`src/hdl/tut_pkg.sv`:
```
// Shared types, constants and a helper function for the timer UART transceiver.
`timescale 1ns / 1ps

package tut_pkg;

  // Width of the bit timers.
  localparam int TIMER_W = 16;
  // Width of the bit period register.
  localparam int CFG_W = 16;
  // Working width for period arithmetic, with room for the 1.5 bit sum.
  localparam int CALC_W = ((TIMER_W > CFG_W) ? TIMER_W : CFG_W) + 2;

  localparam logic [CFG_W-1:0] BIT_PERIOD_RESET = CFG_W'(104);

  // Register index decoded from the configuration address.
  localparam logic REG_BIT_PERIOD = 1'b0;

  localparam logic [3:0] TX_FRAME_BITS = 4'd11;
  localparam logic [3:0] RX_DATA_BITS  = 4'd8;
  localparam logic [1:0] TX_STOP_BITS  = 2'b11;
  localparam logic       TX_START_BIT  = 1'b0;
  localparam logic [7:0] CHAR_CR       = 8'h0D;

  typedef struct packed {
    logic line;
    logic busy;
  } tx_stat_t;

  typedef struct packed {
    logic       valid;
    logic [7:0] data;
    logic       line_end;
  } rx_res_t;

  // Limits a tick count to the range 1 .. largest timer value.
  function automatic logic [TIMER_W-1:0] timer_clamp(input logic [CALC_W-1:0] v);
    logic [CALC_W-1:0] tmax;
    tmax = CALC_W'({TIMER_W{1'b1}});
    if (v > tmax) begin
      return TIMER_W'(tmax);
    end else if (v == '0) begin
      return TIMER_W'(1);
    end else begin
      return TIMER_W'(v);
    end
  endfunction

endpackage

```
`src/hdl/tut_tx.sv`:
```
// Transmit framer: shift register and bit timer for one 8N2 frame.
`timescale 1ns / 1ps

module tut_tx (
  input  logic                      clk_i,
  input  logic                      rst_ni,
  input  logic                      step_i,
  input  logic                      tx_start_i,
  input  logic [7:0]                tx_byte_i,
  input  logic [tut_pkg::TIMER_W-1:0] period_i,
  output tut_pkg::tx_stat_t         stat_o
);
  import tut_pkg::*;

  logic [10:0]        shift_q, shift_d;
  logic [3:0]         bits_q, bits_d;
  logic [TIMER_W-1:0] timer_q, timer_d;
  logic               active_q, active_d;
  logic               level_q, level_d;

  always_comb begin
    shift_d  = shift_q;
    bits_d   = bits_q;
    timer_d  = timer_q;
    active_d = active_q;
    level_d  = level_q;
    if (!active_q) begin
      if (tx_start_i) begin
        shift_d  = {TX_STOP_BITS, tx_byte_i, TX_START_BIT};
        bits_d   = TX_FRAME_BITS;
        timer_d  = period_i;
        active_d = 1'b1;
      end
    end else if (timer_q <= TIMER_W'(1)) begin
      timer_d = period_i;
      if (bits_q == 4'd0) begin
        active_d = 1'b0;
        bits_d   = TX_FRAME_BITS;
        level_d  = 1'b1;
      end else begin
        level_d = shift_q[0];
        shift_d = {1'b0, shift_q[10:1]};
        bits_d  = bits_q - 4'd1;
      end
    end else begin
      timer_d = timer_q - TIMER_W'(1);
    end
  end

  // The result shows the state after this tick.
  assign stat_o.line = level_d;
  assign stat_o.busy = active_d;

  always_ff @(posedge clk_i or negedge rst_ni) begin
    if (!rst_ni) begin
      shift_q  <= '1;
      bits_q   <= TX_FRAME_BITS;
      timer_q  <= '0;
      active_q <= 1'b0;
      level_q  <= 1'b1;
    end else if (step_i) begin
      shift_q  <= shift_d;
      bits_q   <= bits_d;
      timer_q  <= timer_d;
      active_q <= active_d;
      level_q  <= level_d;
    end
  end

  a_idle_line_high: assert property (@(posedge clk_i) disable iff (!rst_ni)
    !active_q |-> (level_q && bits_q == TX_FRAME_BITS))
    else $error("transmitter idle with line low or partial frame count");

  a_timer_running: assert property (@(posedge clk_i) disable iff (!rst_ni)
    active_q |-> (timer_q != '0 && bits_q <= TX_FRAME_BITS))
    else $error("transmitter active with empty timer or bad bit count");

  a_hold_without_step: assert property (@(posedge clk_i) disable iff (!rst_ni)
    !step_i |=> ($stable(timer_q) && $stable(bits_q)))
    else $error("transmitter state moved without a tick");

endmodule

```
`src/hdl/tut_rx.sv`:
```
// Receive sampler: start edge detect, bit timer and data shift register.
`timescale 1ns / 1ps

module tut_rx (
  input  logic                        clk_i,
  input  logic                        rst_ni,
  input  logic                        step_i,
  input  logic                        rx_line_i,
  input  logic [tut_pkg::TIMER_W-1:0] period_i,
  output tut_pkg::rx_res_t            res_o
);
  import tut_pkg::*;

  logic [7:0]         shift_q, shift_d;
  logic [3:0]         bits_q, bits_d;
  logic [TIMER_W-1:0] timer_q, timer_d;
  logic               active_q, active_d;
  logic               prev_q;
  logic [TIMER_W-1:0] first_delay;

  // First sample lands in the middle of data bit 0.
  assign first_delay = timer_clamp(CALC_W'(period_i) + CALC_W'(period_i >> 1));

  always_comb begin
    shift_d        = shift_q;
    bits_d         = bits_q;
    timer_d        = timer_q;
    active_d       = active_q;
    res_o.valid    = 1'b0;
    res_o.data     = 8'd0;
    res_o.line_end = 1'b0;
    if (!active_q) begin
      if (prev_q && !rx_line_i) begin
        active_d = 1'b1;
        bits_d   = RX_DATA_BITS;
        timer_d  = first_delay;
      end
    end else if (timer_q <= TIMER_W'(1)) begin
      timer_d = period_i;
      shift_d = {rx_line_i, shift_q[7:1]};
      bits_d  = bits_q - 4'd1;
      if (bits_q == 4'd1) begin
        res_o.valid    = 1'b1;
        res_o.data     = shift_d;
        res_o.line_end = (shift_d == CHAR_CR);
        active_d       = 1'b0;
        bits_d         = RX_DATA_BITS;
      end
    end else begin
      timer_d = timer_q - TIMER_W'(1);
    end
  end

  always_ff @(posedge clk_i or negedge rst_ni) begin
    if (!rst_ni) begin
      shift_q  <= '0;
      bits_q   <= RX_DATA_BITS;
      timer_q  <= '0;
      active_q <= 1'b0;
      prev_q   <= 1'b1;
    end else if (step_i) begin
      shift_q  <= shift_d;
      bits_q   <= bits_d;
      timer_q  <= timer_d;
      active_q <= active_d;
      prev_q   <= rx_line_i;
    end
  end

  a_idle_count: assert property (@(posedge clk_i) disable iff (!rst_ni)
    !active_q |-> bits_q == RX_DATA_BITS)
    else $error("receiver idle with partial bit count");

  a_active_state: assert property (@(posedge clk_i) disable iff (!rst_ni)
    active_q |-> (timer_q != '0 && bits_q != 4'd0 && bits_q <= RX_DATA_BITS))
    else $error("receiver active with bad timer or bit count");

  a_done_ends_rx: assert property (@(posedge clk_i) disable iff (!rst_ni)
    (step_i && res_o.valid) |=> !active_q)
    else $error("receiver still active after reporting a byte");

endmodule

```
`src/hdl/timer_uart_transceiver.sv`:
```
// Top level of the timer UART transceiver: stream ports, register port, tick pipeline.
`timescale 1ns / 1ps

// Each stream transaction on the slave side is one clock tick of the UART bit
// timers and produces exactly one transaction on the master side, which shows
// the transmit line, busy, and any byte the receiver completed on that tick.
// The block takes one transaction per cycle at full rate: an input register
// holds the tick, the transmitter and receiver step their state in a single
// pass of logic, and the result register holds the outcome. Throughput is set by
// the result register alone; when the master side stalls, the input register
// absorbs one more tick and then tready drops. The frame is 8N2: a low start
// bit, eight data bits LSB first and two high stop bits, preceded by one idle
// bit time after a start request. The receiver samples 1.5 bit periods after a
// falling edge and then once per bit period; the stop bit is not checked.
// bit_period (byte address 0, reset 104) gives ticks per bit; zero and one
// both mean one tick. Write it only while the block is idle.
module timer_uart_transceiver (
  input  logic        clk_i,
  input  logic        rst_ni,
  // Tick input.
  input  logic        s_axis_tvalid,
  output logic        s_axis_tready,
  // [0] tx_start, [8:1] tx_byte, [9] rx_line, [15:10] zero
  input  logic [15:0] s_axis_tdata,
  // Tick result.
  output logic        m_axis_tvalid,
  input  logic        m_axis_tready,
  // [0] tx_line, [1] tx_busy, [2] rx_valid, [10:3] rx_byte, [11] rx_line_end,
  // [15:12] zero
  output logic [15:0] m_axis_tdata,
  // Register port.
  input  logic        psel,
  input  logic        penable,
  input  logic        pwrite,
  input  logic [2:0]  paddr,
  input  logic [31:0] pwdata,
  output logic [31:0] prdata,
  output logic        pready
);
  import tut_pkg::*;

  logic [CFG_W-1:0]   bit_period_q;
  logic [TIMER_W-1:0] period;

  logic               in_vld_q;
  logic               in_start_q;
  logic [7:0]         in_byte_q;
  logic               in_line_q;

  logic               out_vld_q;
  logic [15:0]        out_data_q;

  logic               step;
  tx_stat_t           tx_stat;
  rx_res_t            rx_res;

  // Register port: no wait states, single register at index zero.
  assign pready = 1'b1;
  assign prdata = (paddr[2] == REG_BIT_PERIOD) ? 32'(bit_period_q) : 32'd0;

  always_ff @(posedge clk_i or negedge rst_ni) begin
    if (!rst_ni) begin
      bit_period_q <= BIT_PERIOD_RESET;
    end else if (psel && penable && pwrite && pready && paddr[2] == REG_BIT_PERIOD) begin
      bit_period_q <= pwdata[CFG_W-1:0];
    end
  end

  assign period = timer_clamp(CALC_W'(bit_period_q));

  // A tick moves from the input register into the result register whenever the
  // result register is empty or is being drained this cycle.
  assign step          = in_vld_q && (!out_vld_q || m_axis_tready);
  assign s_axis_tready = !in_vld_q || step;

  always_ff @(posedge clk_i or negedge rst_ni) begin
    if (!rst_ni) begin
      in_vld_q <= 1'b0;
    end else if (s_axis_tready) begin
      in_vld_q <= s_axis_tvalid;
    end
  end

  always_ff @(posedge clk_i) begin
    if (s_axis_tvalid && s_axis_tready) begin
      in_start_q <= s_axis_tdata[0];
      in_byte_q  <= s_axis_tdata[8:1];
      in_line_q  <= s_axis_tdata[9];
    end
  end

  tut_tx u_tx (
    .clk_i      (clk_i),
    .rst_ni     (rst_ni),
    .step_i     (step),
    .tx_start_i (in_start_q),
    .tx_byte_i  (in_byte_q),
    .period_i   (period),
    .stat_o     (tx_stat)
  );

  tut_rx u_rx (
    .clk_i     (clk_i),
    .rst_ni    (rst_ni),
    .step_i    (step),
    .rx_line_i (in_line_q),
    .period_i  (period),
    .res_o     (rx_res)
  );

  always_ff @(posedge clk_i or negedge rst_ni) begin
    if (!rst_ni) begin
      out_vld_q <= 1'b0;
    end else if (step) begin
      out_vld_q <= 1'b1;
    end else if (m_axis_tready) begin
      out_vld_q <= 1'b0;
    end
  end

  always_ff @(posedge clk_i) begin
    if (step) begin
      out_data_q <= {4'd0, rx_res.line_end, rx_res.data, rx_res.valid,
                     tx_stat.busy, tx_stat.line};
    end
  end

  assign m_axis_tvalid = out_vld_q;
  assign m_axis_tdata  = out_data_q;

  a_step_needs_room: assert property (@(posedge clk_i) disable iff (!rst_ni)
    step |-> (in_vld_q && (!out_vld_q || m_axis_tready)))
    else $error("tick advanced into an occupied result register");

  a_result_after_step: assert property (@(posedge clk_i) disable iff (!rst_ni)
    step |=> out_vld_q)
    else $error("advanced tick produced no result");

  a_stall_holds_input: assert property (@(posedge clk_i) disable iff (!rst_ni)
    (in_vld_q && !step) |=> (in_vld_q && $stable(in_byte_q) && $stable(in_start_q)))
    else $error("pending tick lost or changed while stalled");

endmodule
```
`config.mk`:
```
export PLATFORM = sky130hd
export DESIGN_NAME = timer_uart_transceiver
export DESIGN_NICKNAME = d
export VERILOG_FILES = /design/src/hdl/tut_pkg.sv /design/src/hdl/tut_tx.sv /design/src/hdl/tut_rx.sv /design/src/hdl/timer_uart_transceiver.sv
export SDC_FILE = /design/constraint.sdc
export NUM_CORES = 1
export LEC_CHECK = 0
export ABC_AREA = 1
export BUFFER_PORTS_ARGS = -buffer_cell sky130_fd_sc_hd__buf_2
export CAP_MARGIN = 20
export CORE_MARGIN = 1
export CORE_UTILIZATION = 57
export CTS_CLUSTER_SIZE = 40
export DETAILED_ROUTE_END_ITERATION = 12
export HOLD_SLACK_MARGIN = 0.12
export PLACE_DENSITY = 0.78
export REMOVE_ABC_BUFFERS = 1
export SLEW_MARGIN = 0
export SYNTH_ARGS = -nofsm -noshare
export SYNTH_HDL_FRONTEND = slang
export SYNTH_SLANG_ARGS = --single-unit
```
`constraint.sdc`:
```
create_clock -name clk_i -period 3.09 [get_ports clk_i]
set_input_delay 0.4635 -clock clk_i [delete_from_list [all_inputs] [get_ports clk_i]]
set_output_delay 0.4635 -clock clk_i [all_outputs]
set_load 0.01 [all_outputs]
```
==> run metrics, run 1 <==
WP data required=3.38 ns; Post-synth EDFFs=22; max-slew violations=0; GRT busiest layer=met2; fin area=7900 µm²; initial antenna violation count=0; # rows=39; met2 usage=0.4433; pin count of the biggest net entering global routing=~80; Congestion Overflow GR=0; pre-CTS setup slack=0.06390 ns; #FFs+latches synth=approximately 100; Netlist cell types=55; post-synthesis sequential area ratio=0.4057; Cell Pwr Density=a little under 800 nW/µm²; 1st-iter DRT viols=402; CTS tree=done; status=finished, final reports clean; number of top-level pins=109; Finished Core Util=0.6948; fin worst setup slack=~0.13 ns; Ant. Diodes=0; CP Buf/Inv Count=3; Hold WS=0.2734 ns; Detail Route Antenna Nets=0; drt pass-1 iters=5; Initial Util=0.5827; ys flop type=dfrtp_1; die height=109.8 µm; Die ar.=~12,000 µm²; fmax=0.3379 GHz; worst endpoint data arrival time=3.25 ns; number of global-route vias before repair=5,592; CP top delay family=simple AND/OR/NAND/NOR gates; port bufs=63; CP cell instances=inv_1 -> ha_1 -> nand2_1 -> nor2_1 -> nand3b_2 -> buf_6 -> nand2_1 -> inv_1 -> ha_4 -> a21oi_1 -> nand2_1 -> a21oi_1 -> nand2_2 -> nor2_1 -> nand3_1 -> nor2_1 -> nand3_1 -> nand2_1 -> nand2_1 -> a21oi_2; Largest stage delay, worst path=about 0.55 ns; min-delay worst type=input pin to register; CTS sink cnt=102; Final min period=2.960 ns; routed vias=5,966; setup TNS=0 ns; met3 Use GR=0.06402; most frequent cell after synthesis=nand2_1; gpl congestion=0.8838; P&R area growth vs syn=19.24%; Synth top area share=0.2266; Setup Viol. Count Final=0; Filler cells=938; Placed Area=roughly 7400 µm²; Nets=1,077; Synth warnings=0; total CTS buffers=9; Mean Syn Cell Area=7.633 µm²; routed wire length=15,200 µm; Die Wd=109.8 µm; WS Path Type=register to register; Crit. End Element=register; maxcap violations=0; CTS H-tree depth=3; vias per inst=around 5.3; final hold violations=0; Post-synth top cells=186 x nand2_1, 123 x inv_1, 117 x nor2_1; Slew @ Worst Pin=0.5794 ns; Post-Syn Instances=roughly 870; Max Buffers Root-to-Sink=2; top cells by area, synth=dfrtp_1 23%, nand2_1 11%, edfxtp_1 10%; Worst-path clk slew=0.07 ns; Tot GR Track Use=0.2742; hpwl dp=between 10,000 and 15,000 µm; Core ar.=11,370 µm²; M1 GR Usage=0.3558; Rel. slew slack=0.6108; Crit Path Max Fanout=8; Worst IR Drop VDD=597.3 µV; worst-skew pair later-pin latency=0.36 ns; share of layout cells above drive strength 1=0.2246; cell mode on critical path=nand2_1; LEAKAGE=0.003904 µW; startpoint types=register; ys async rst share=0.7843; DRC viols=0; Root Buffer=clkbuf_16; Yosys top cell by area=dfrtp_1; routed len/inst=between 10 and 15 µm; first-pass GRT wire length=25,340 µm; final period utilization=0.9578; slowest CP cell=dfstp_2; Clock Skew=0.01041 ns; synthesized cell area=6625 µm²
==> cells in the final DEF, fill, tap and decap left out, types with 3 or more instances in the layout <==
master / instances
o22ai_1: 7
nand2_2: 12
o211ai_1: 7
nand4_1: 12
nand3_1: 32
inv_2: 11
nand3b_1: 4
ha_4: 4
nor2_2: 10
o21a_1: 6
a22oi_1: 7
a21oi_1: 43
o221ai_1: 7
xor2_1: 18
ha_1: 25
o21ai_0: 37
conb_1: 21
nor3_2: 3
nor2_4: 3
nor2_1: 112
dfstp_2: 20
nand2_1: 177
dfrtp_1: 60
clkbuf_16: 9
inv_1: 118
a31oi_1: 11
buf_2: 62
nor3_1: 12
o21ai_1: 4
buf_4: 66
edfxtp_1: 22
o21bai_1: 7
inv_6: 3
==> kinds of logic (layout without fill, tap and decap cells) <==
family / after synthesis / after routing / share of synthesized area
adder cells (fa/ha/maj): 31 / 31 / 0.05968
other: 2 / 21 / 0.001134
AND/OR/NAND/NOR: 390 / 390 / 0.2561
buffers and inverters: 174 / 280 / 0.1135
AO/OA/AOI/OAI: 149 / 149 / 0.1375
XOR/XNOR: 20 / 20 / 0.02644
flip-flops: 102 / 102 / 0.4057
==> registers in the layout, indices dropped and copies added (netlist names) <==
name           cells
bit_period_q      16
u_rx.timer_q      16
u_tx.timer_q      16
m_axis_tdata      12
u_tx.shift_q      11
in_byte_q          8
u_rx.shift_q       7
u_rx.bits_q        4
u_tx.bits_q        4
in_line_q          1
in_start_q         1
in_vld_q           1
m_axis_tvalid      1
u_rx.active_q      1
u_rx.prev_q        1
u_tx.active_q      1
u_tx.level_q       1
==> cell type report <==
type,count,area [µm²],share of cell area
Timing Repair Buffer,132,865.8,0.1096
Sequential cell,102,2688,0.3402
Multi-Input combinational cell,611,3363,0.4257
Inverter,132,498.0,0.06303
Tap cell,143,178.9,0.02265
Clock buffer,10,229.0,0.02898
Clock inverter,6,77.57,0.009819
==> report_power, final <==
group	total [µW]	switching (µW)	internal, µW	leakage [µW]
Sequential	2120	305	1820	0.00112
Combinational	2810	1660	1150	0.00263
Clock	1200	556	644	0.000151
==> worst reg2reg max path, delay by kind of cell (launching register included) <==
kind / cells / cell delay (ns)
AOI/OAI and AO/OA: 3 / 0.54
buffers and inverters: 3 / 0.34
and+or+nand+nor: 12 / 1.06
DFF: 1 / 0.55
adders and majority gates: 2 / 0.41
==> final timing paths <==
path,startpoint,to,slack [ns],depth (start not counted)
worst max-delay path,bit_period_q[6],u_rx.timer_q[0],0.13,20
worst min-delay path,s_axis_tdata[3],in_byte_q[2],0.27,1
worst max register to register,bit_period_q[6],u_rx.timer_q[0],0.13,20
worst min register to register,u_rx.bits_q[2],u_rx.bits_q[2],0.46,1
max in group asynchronous,rst_ni,bit_period_q[6],2.03,3
min in group asynchronous,rst_ni,m_axis_tvalid,0.45,2
==> stage by stage <==
step / instances / power, µW
floorplan: 845 / 3888
global placement: 1112 / 4699
detailed placement: 1112 / 4773
CTS: 1128 / 5982
global route: 1136 / 6652
finish: 1136 / 6130
==> per-layer routing <==
layer	vias up	part of all wire
met5	-	0
met4	0	0.026
met3	26	0.053
met2	166	0.47
met1	2756	0.45
li1	3018	-
==> repair_timing <==
item / in CTS / in global routing
buffers inserted: 0 / 6
hold buffers: 0 / 1
hold endpoints to repair: 0 / 5
setup endpoints to repair: 0 / 15
gates resized for setup: 0 / 33
Note: power is estimated with default switching activity, not from simulation.
==> inputs of run 2 (changes only) <==
CAP_MARGIN = 30   (was 20)
RECOVER_POWER = 25   (was not set)
==> run metrics, run 2 (same netlist as run 1, synthesis figures left out) <==
routed vias=6,004; worst r2r dst=u_rx.timer_q[0]; Crit Path Max Fanout=8; Final min period=2.898 ns; Tot GR Track Use=0.2755; P&R area growth vs syn=18.55%; fin cells=~1,100; Initial Util=0.5827; pin count of the biggest net entering global routing=60; hpwl dp=11,250 µm; vias per inst=5.299; CTS tree=done; FF-to-FF path depth=21; LEAKAGE=0.003869 µW; slowest CP cell=dfstp_2; M1 GR Usage=0.3598; r2r startpoint=bit_period_q[6]; min-delay worst type=input pin to register; critical hold path startpoint=s_axis_tdata[3]; Nets=1,074; gpl congestion=0.8838; Rel. slew slack=0.1952; fmax=0.3450 GHz; biggest regs=bit_period_q: 16 flops, u_rx.timer_q: 16 flops, u_tx.timer_q: 16 flops; worst-skew pair later-pin latency=0.35 ns; share of layout cells above drive strength 1=0.2182; initial antenna violation count=0; WHS Path Cells=1; commonest non-fill, non-tap cells in the layout=181 x nand2_1, 117 x inv_1, 112 x nor2_1; Core ar.=11,370 µm²; Worst R2R Setup Slack=0.19 ns; most common cell after layout, fill and taps aside=nand2_1; Setup Viol. Count Final=0; Slew @ Worst Pin=1.207 ns; number of top-level pins=109; Crit. End Element=register; worst endpoint data arrival time=3.19 ns; total CTS buffers=9; max-slew violations=0; DRC viols=0; status=finished, final reports clean; Clock Skew=0.007532 ns; Filler cells=~900; startpoint types=register; port bufs=63; WP data required=3.38 ns; # rows=39; multi-input gate area in the final layout=3361 µm²; CTS sink cnt=102; Largest stage delay, worst path=approximately 0.55 ns; GRT busiest layer=met2; Congestion Overflow GR=0; Die Wd=109.8 µm; placed cell count=1,113; 1st-iter DRT viols=396; maxcap violations=0; die height=109.8 µm; routed wire length=15,300 µm; CP cell instances=inv_1 -> ha_1 -> nand2_1 -> nor2_1 -> nand3b_2 -> buf_6 -> nand2_1 -> inv_1 -> ha_4 -> or2_4 -> nand3b_1 -> nand2_2 -> nand2_1 -> nand2_1 -> nor2_1 -> nand3_1 -> nor2_1 -> nand3_1 -> nand2_1 -> nand2_1 -> a21oi_2; register area=around 2700 µm²; CTS H-tree depth=3; WS Path Type=register to register; Ant. Diodes=0; number of global-route vias before repair=5,609; met2 usage=0.4656; met3 Use GR=0.04564; final hold violations=0; Detail Route Antenna Nets=0; final period utilization=0.9380; Worst IR Drop VDD=522.2 µV; routed len/inst=13.51 µm; Worst-path clk slew=0.08 ns; Max Buffers Root-to-Sink=2; Hold EP=in_byte_q[2]; drt pass-1 iters=5; first-pass GRT wire length=roughly 26,000 µm; Root Buffer=clkbuf_16; setup TNS=0 ns; Cell Pwr Density=779.6 nW/µm²; Die ar.=12,060 µm²; cell mode on critical path=nand2_1
==> run 2: changes by cell type in the layout (fill, tap and decap cells not counted), moves of 2 or more <==
cell / before / now
clkbuf_1: 1 / 3
a21oi_2: 1 / 3
buf_4: 66 / 61
a21oi_1: 43 / 41
inv_6: 3 / 1
inv_8: 0 / 2
nand2_1: 177 / 181
nand2_2: 12 / 8
==> run 2: final cells by class <==
| cell class | instances | area share |
|---|---|---|
| clock buffers | 9 | 0.02868 |
| clock inverters | 7 | 0.01131 |
| repair buffers | 129 | 0.1037 |
| inverters | 132 | 0.06341 |
| well taps | 143 | 0.02278 |
| multi-input cells | 611 | 0.4279 |
| flip-flops and latches | 102 | 0.3422 |
==> run 2: repair_timing <==
item | 4_1_cts | 5_1_grt
setup buffers | 0 | 3
hold buffers | 1 | 0
hold endpoints to repair | 16 | 0
endpoints found under the setup margin | 0 | 16
resized for setup | 0 | 32
==> run 2: where the power goes <==
group | leakage (µW) | internal, µW | switching (µW)
registers | 0.00112 | 1820 | 306
clock network | 0.000150 | 647 | 555
logic | 0.00260 | 1130 | 1670
total | 0.00387 | 3590 | 2530
==> run 2: layer usage <==
metal / routed length (µm) / share of wire
met1: 6941 / 0.45
met2: 7244 / 0.47
met3: 724 / 0.047
met4: 394 / 0.026
met5: 0 / 0
==> run 2: worst max-delay path, delay by kind of cell (launching register included) <==
family / cells / cell delay (ns)
buffers and inverters: 3 / 0.30
AND/OR/NAND/NOR: 15 / 1.44
adder cells (fa/ha/maj): 2 / 0.41
flip-flops: 1 / 0.55
AO/OA/AOI/OAI: 1 / 0.12
==> run 2: worst max path at each step <==
stage	startpoint	end	slack, ns	cells after the start
CTS	bit_period_q[6]	u_rx.timer_q[0]	0.06	21
finish	bit_period_q[6]	u_rx.timer_q[0]	0.19	21
global placement	bit_period_q[6]	u_rx.timer_q[0]	0.14	21
floorplan	bit_period_q[6]	u_rx.timer_q[0]	0.35	21
global route	bit_period_q[14]	u_rx.timer_q[0]	-0.03	21
detailed placement	bit_period_q[6]	u_rx.timer_q[0]	0.08	21
==> run 2: per-stage QoR <==
stage	util	hold slack, ns	area, µm²	power, µW	setup WS (ns)
after floorplan	-	0.1679	6442	3888	0.3507
after global placement	0.6506	0.4438	7397	4699	0.1420
after detailed placement	0.6530	0.3803	7425	4783	0.08238
after CTS	0.6815	0.2790	7749	6003	0.06034
after global routing	0.6908	0.2719	7854	6622	-0.02595
final	0.6908	0.2826	7854	6123	0.1917
